===== config.mk =====
export PLATFORM = sky130hd
export DESIGN_NAME = eab_mul
export DESIGN_NICKNAME = d
export VERILOG_FILES = /design/src/hw/rtl/eab_pkg.sv /design/src/hw/rtl/eab_mul.sv
export SDC_FILE = /design/constraint.sdc
export NUM_CORES = 2
export LEC_CHECK = 0
export BUFFER_PORTS_ARGS = -buffer_cell sky130_fd_sc_hd__buf_4
export CORE_ASPECT_RATIO = 2
export CORE_MARGIN = 10
export CORE_UTILIZATION = 45
export CTS_CLUSTER_DIAMETER = 80
export DETAILED_ROUTE_END_ITERATION = 10
export SYNTH_ARGS = -nofsm -noshare
export SYNTH_HDL_FRONTEND = slang
export SYNTH_SLANG_ARGS = --single-unit

===== constraint.sdc =====
create_clock -name clk -period 7.29 [get_ports clk]
set_clock_uncertainty 0.05 [all_clocks]
set_input_delay 0 -clock clk [delete_from_list [all_inputs] [get_ports clk]]
set_output_delay 0 -clock clk [all_outputs]
set_load 0.05 [all_outputs]

===== src/hw/rtl/eab_pkg.sv =====
`default_nettype none
package eab_pkg;
    localparam int WORK_FRAC = 30;
    localparam int XW = 34;
    localparam int ZW = 34;
    localparam int FIELD_W = 16;
    localparam logic signed [XW-1:0] CORDIC_GAIN = 34'sh026DD3B6A;

    typedef logic signed [XW-1:0] xy_t;
    typedef logic signed [ZW-1:0] zang_t;

    typedef struct packed {
        xy_t   x;
        xy_t   y;
        zang_t z;
        logic  flip;
    } rot_t;

    function automatic zang_t atan_at(input int i);
        logic [31:0] t;
        case (i)
            0: t = 32'h20000000;  1: t = 32'h12E4051E;  2: t = 32'h09FB385B;
            3: t = 32'h051111D4;  4: t = 32'h028B0D43;  5: t = 32'h0145D7E1;
            6: t = 32'h00A2F61E;  7: t = 32'h00517C55;  8: t = 32'h0028BE53;
            9: t = 32'h00145F2F; 10: t = 32'h000A2F98; 11: t = 32'h000517CC;
            12: t = 32'h00028BE6; 13: t = 32'h000145F3; 14: t = 32'h0000A2FA;
            15: t = 32'h0000517D; 16: t = 32'h000028BE; 17: t = 32'h0000145F;
            18: t = 32'h00000A30; 19: t = 32'h00000518; 20: t = 32'h0000028C;
            21: t = 32'h00000146; 22: t = 32'h000000A3; 23: t = 32'h00000051;
            24: t = 32'h00000029; 25: t = 32'h00000014; 26: t = 32'h0000000A;
            27: t = 32'h00000005; 28: t = 32'h00000003; 29: t = 32'h00000001;
            30: t = 32'h00000001;
            default: t = 32'h00000000;
        endcase
        return zang_t'({2'b00, t});
    endfunction
endpackage
`default_nettype wire


===== src/hw/rtl/eab_mul.sv =====
`default_nettype none
module eab_mul (
    input  wire logic        clk,
    input  wire eab_pkg::xy_t a,
    input  wire eab_pkg::xy_t b,
    output eab_pkg::xy_t     p
);
    logic signed [2*eab_pkg::XW-1:0] prod;
    eab_pkg::xy_t p_reg;
    always_comb
    begin
        prod = a * b + (68'sd1 <<< (eab_pkg::WORK_FRAC - 1));
    end
    always_ff @(posedge clk)
    begin
        p_reg <= prod[eab_pkg::WORK_FRAC +: eab_pkg::XW];
    end
    assign p = p_reg;
endmodule
`default_nettype wire


==> impl_metrics.yaml <==
sta:
  finalSetupViolCount: 0
  max_slew_margin_pct: 26.9
  max_freq_mhz: 141
  worstMarginPinSlew_ns: 1.09
  fin_hold_ws_ns: 0.736
  finalSetupTns_ns: 0
  finalCriticalPeriod_ns: 7.11
  finalHoldViolCount: 0
  fin_crit_sh_pct: 97.5
  slew_violations: 0
die:
  die_w_um: 231
  core-area_sq_um: 88100
  fp.dieArea_sq_um: 102000
  ios: 103
  dieHeight_um: 441
  rows: 154
  initial_utilization_pct: 45.3
synthesis:
  synth-async-reset-ratio_pct: 0
  synth_warnings: 0
  synth.top_cell.area_share_pct: 59.8
  synthTopCellsByArea: "fa_1 (60%), inv_1 (11%), and2_1 (9.3%), ha_1 (6.1%), nand2_1 (5.2%)"
  syn_area_sq_um: 39900
  avgSynthCellArea_sq_um: 9.40
  synth_fp_nets: 5699
  ys_ff_latch: 34
  synth_cell_types: 55
  post-synth-top-count-cell: "fa_1"
  synth_top_flop_cell: "dfxtp_1"
  synthCells: 4245
  synth_seq_area_share_pct: 1.71
  yosysTopAreaCell: "fa_1"
  synth_edf_count: 0
  netlist_top_cells_count: "fa_1 (1192), inv_1 (1157), and2_1 (591), nand2_1 (551), clkbuf_1 (214)"
place:
  gp_congestion: 0.942
  numPortBuffers: 102
  postPlaceCellArea_sq_um: 44600
  hpwl_um: 116000
finish:
  nets: 5983
  design_area_sq_um: 45300
  final_layout_size_suffix_gt1_share_pct: 12.7
  largest_reg_flops: 34
  area_delta_synth_final_pct: 13.5
  final_util_pct: 51.4
clock_tree:
  holdBufCountCts: 0
  cts.clk_slew.worst_paths_ns: 0.06
  cts_made_buffers: 5
  clk_path_buf_depth: 2
  cts_tree: "built"
  root_buffer: "clkbuf_16"
  numClockSinks: 34
  cts-htree-levels: 2
worst_setup_path:
  path_class: "primary input to flop"
  slowest_stage: "fa_1"
  crit_family: "adder cells"
  crit_path_end_kind: "flop"
  worstPathMaxFanout: 17
  crit_buf_inv: 5
  crit_top_cell: "fa_1"
  cp-start-kind: "primary input"
  cpPeakStageDelay_ns: 0.62
  arrival_ns: 7.26
  critPathRequiredTime_ns: 7.44
global_route:
  grt_pass1_vias: 34100
  grt_overflow: 0
  track_usage_pct: 26.2
  grt_pass1_wl_um: 196000
  grt_max_degree: 30
  antenna_found_initial: 4
drt:
  dr.pass1.iters: 5
  drt_iter0_drc: 1264
  vias: 29200
  routed_wirelength_um: 129000
  ant_nets: 0
  viasPerCell: 5.11
  remaining_drc_errors: 0
  wl_per_cell_um: 22.5
job:
  cap_violations: 0
hold_path:
  hold_path_class: "flop to primary output"
outcome:
  status: "finished, final reports clean"
==> per-layer routing <==
layer | global-route usage, % | part of all wire [%] | up-vias
li1 | - | - | 12400
met1 | 21.6 | 26 | 15400
met2 | 51.5 | 58 | 863
met3 | 1.83 | 2.6 | 511
met4 | 28.0 | 13 | 2
met5 | 0 | 0.012 | -
==> logic make-up (layout without fill, tap and decap cells) <==
kind of cell	count (synthesis)	after routing	synth area share, %
adder cells (fa/ha/maj)	1385	1385	65.9
buffers and inverters	1375	1660	12.9
other	0	4	0
AO/OA/AOI/OAI	143	143	2.36
XOR/XNOR	61	61	1.34
flip-flops	34	34	1.71
AND/OR/NAND/NOR	1247	1247	15.8
==> worst paths after layout <==
kind | startpoint | end | cells past startpoint
min | p[23] | p[23] | 1
max | b[20] | p[19] | 25
==> cell type report <==
type / instances / area (sq um)
Inverter: 1158 / 4350
Antenna cell: 4 / 10.0
Sequential cell: 34 / 681
Multi-Input combinational cell: 2836 / 34400
Tap cell: 1170 / 1460
Clock inverter: 3 / 68.8
Timing Repair Buffer: 494 / 4220
Fill cell: 8402 / 42800
Clock buffer: 5 / 125
==> per-stage QoR <==
| step | std cells | setup slack, ns |
|---|---|---|
| CTS | 5696 | 0.00198 |
| floorplan | 4245 | 0.187 |
| global placement | 5688 | -0.261 |
| finish | 5704 | 0.180 |
| detailed placement | 5688 | -0.321 |
| global route | 5700 | -0.0756 |
==> cells in the final DEF (no fill, tap or decap), drive strengths merged, types with 4 or more instances in the layout <==
master  count
fa       1192
buf       494
nor3        9
nand3      12
o21bai      7
and2      591
ha        193
dfxtp      34
xnor2      42
o21ai      29
clkbuf      5
nand2     552
nor2b       4
nand4      19
a21oi      51
nand2b      8
nor2       41
diode       4
a31oi       5
o21a        4
inv      1158
a211oi      8
xor2       19
a21o       22
==> repair_timing <==
action	in CTS	in global routing
setup buffers	0	4
endpoints found under the setup margin	0	23
resized for setup	0	93
Power is not shown: default switching activity piles up to over one toggle a cycle in this logic, so the estimate is an artifact.
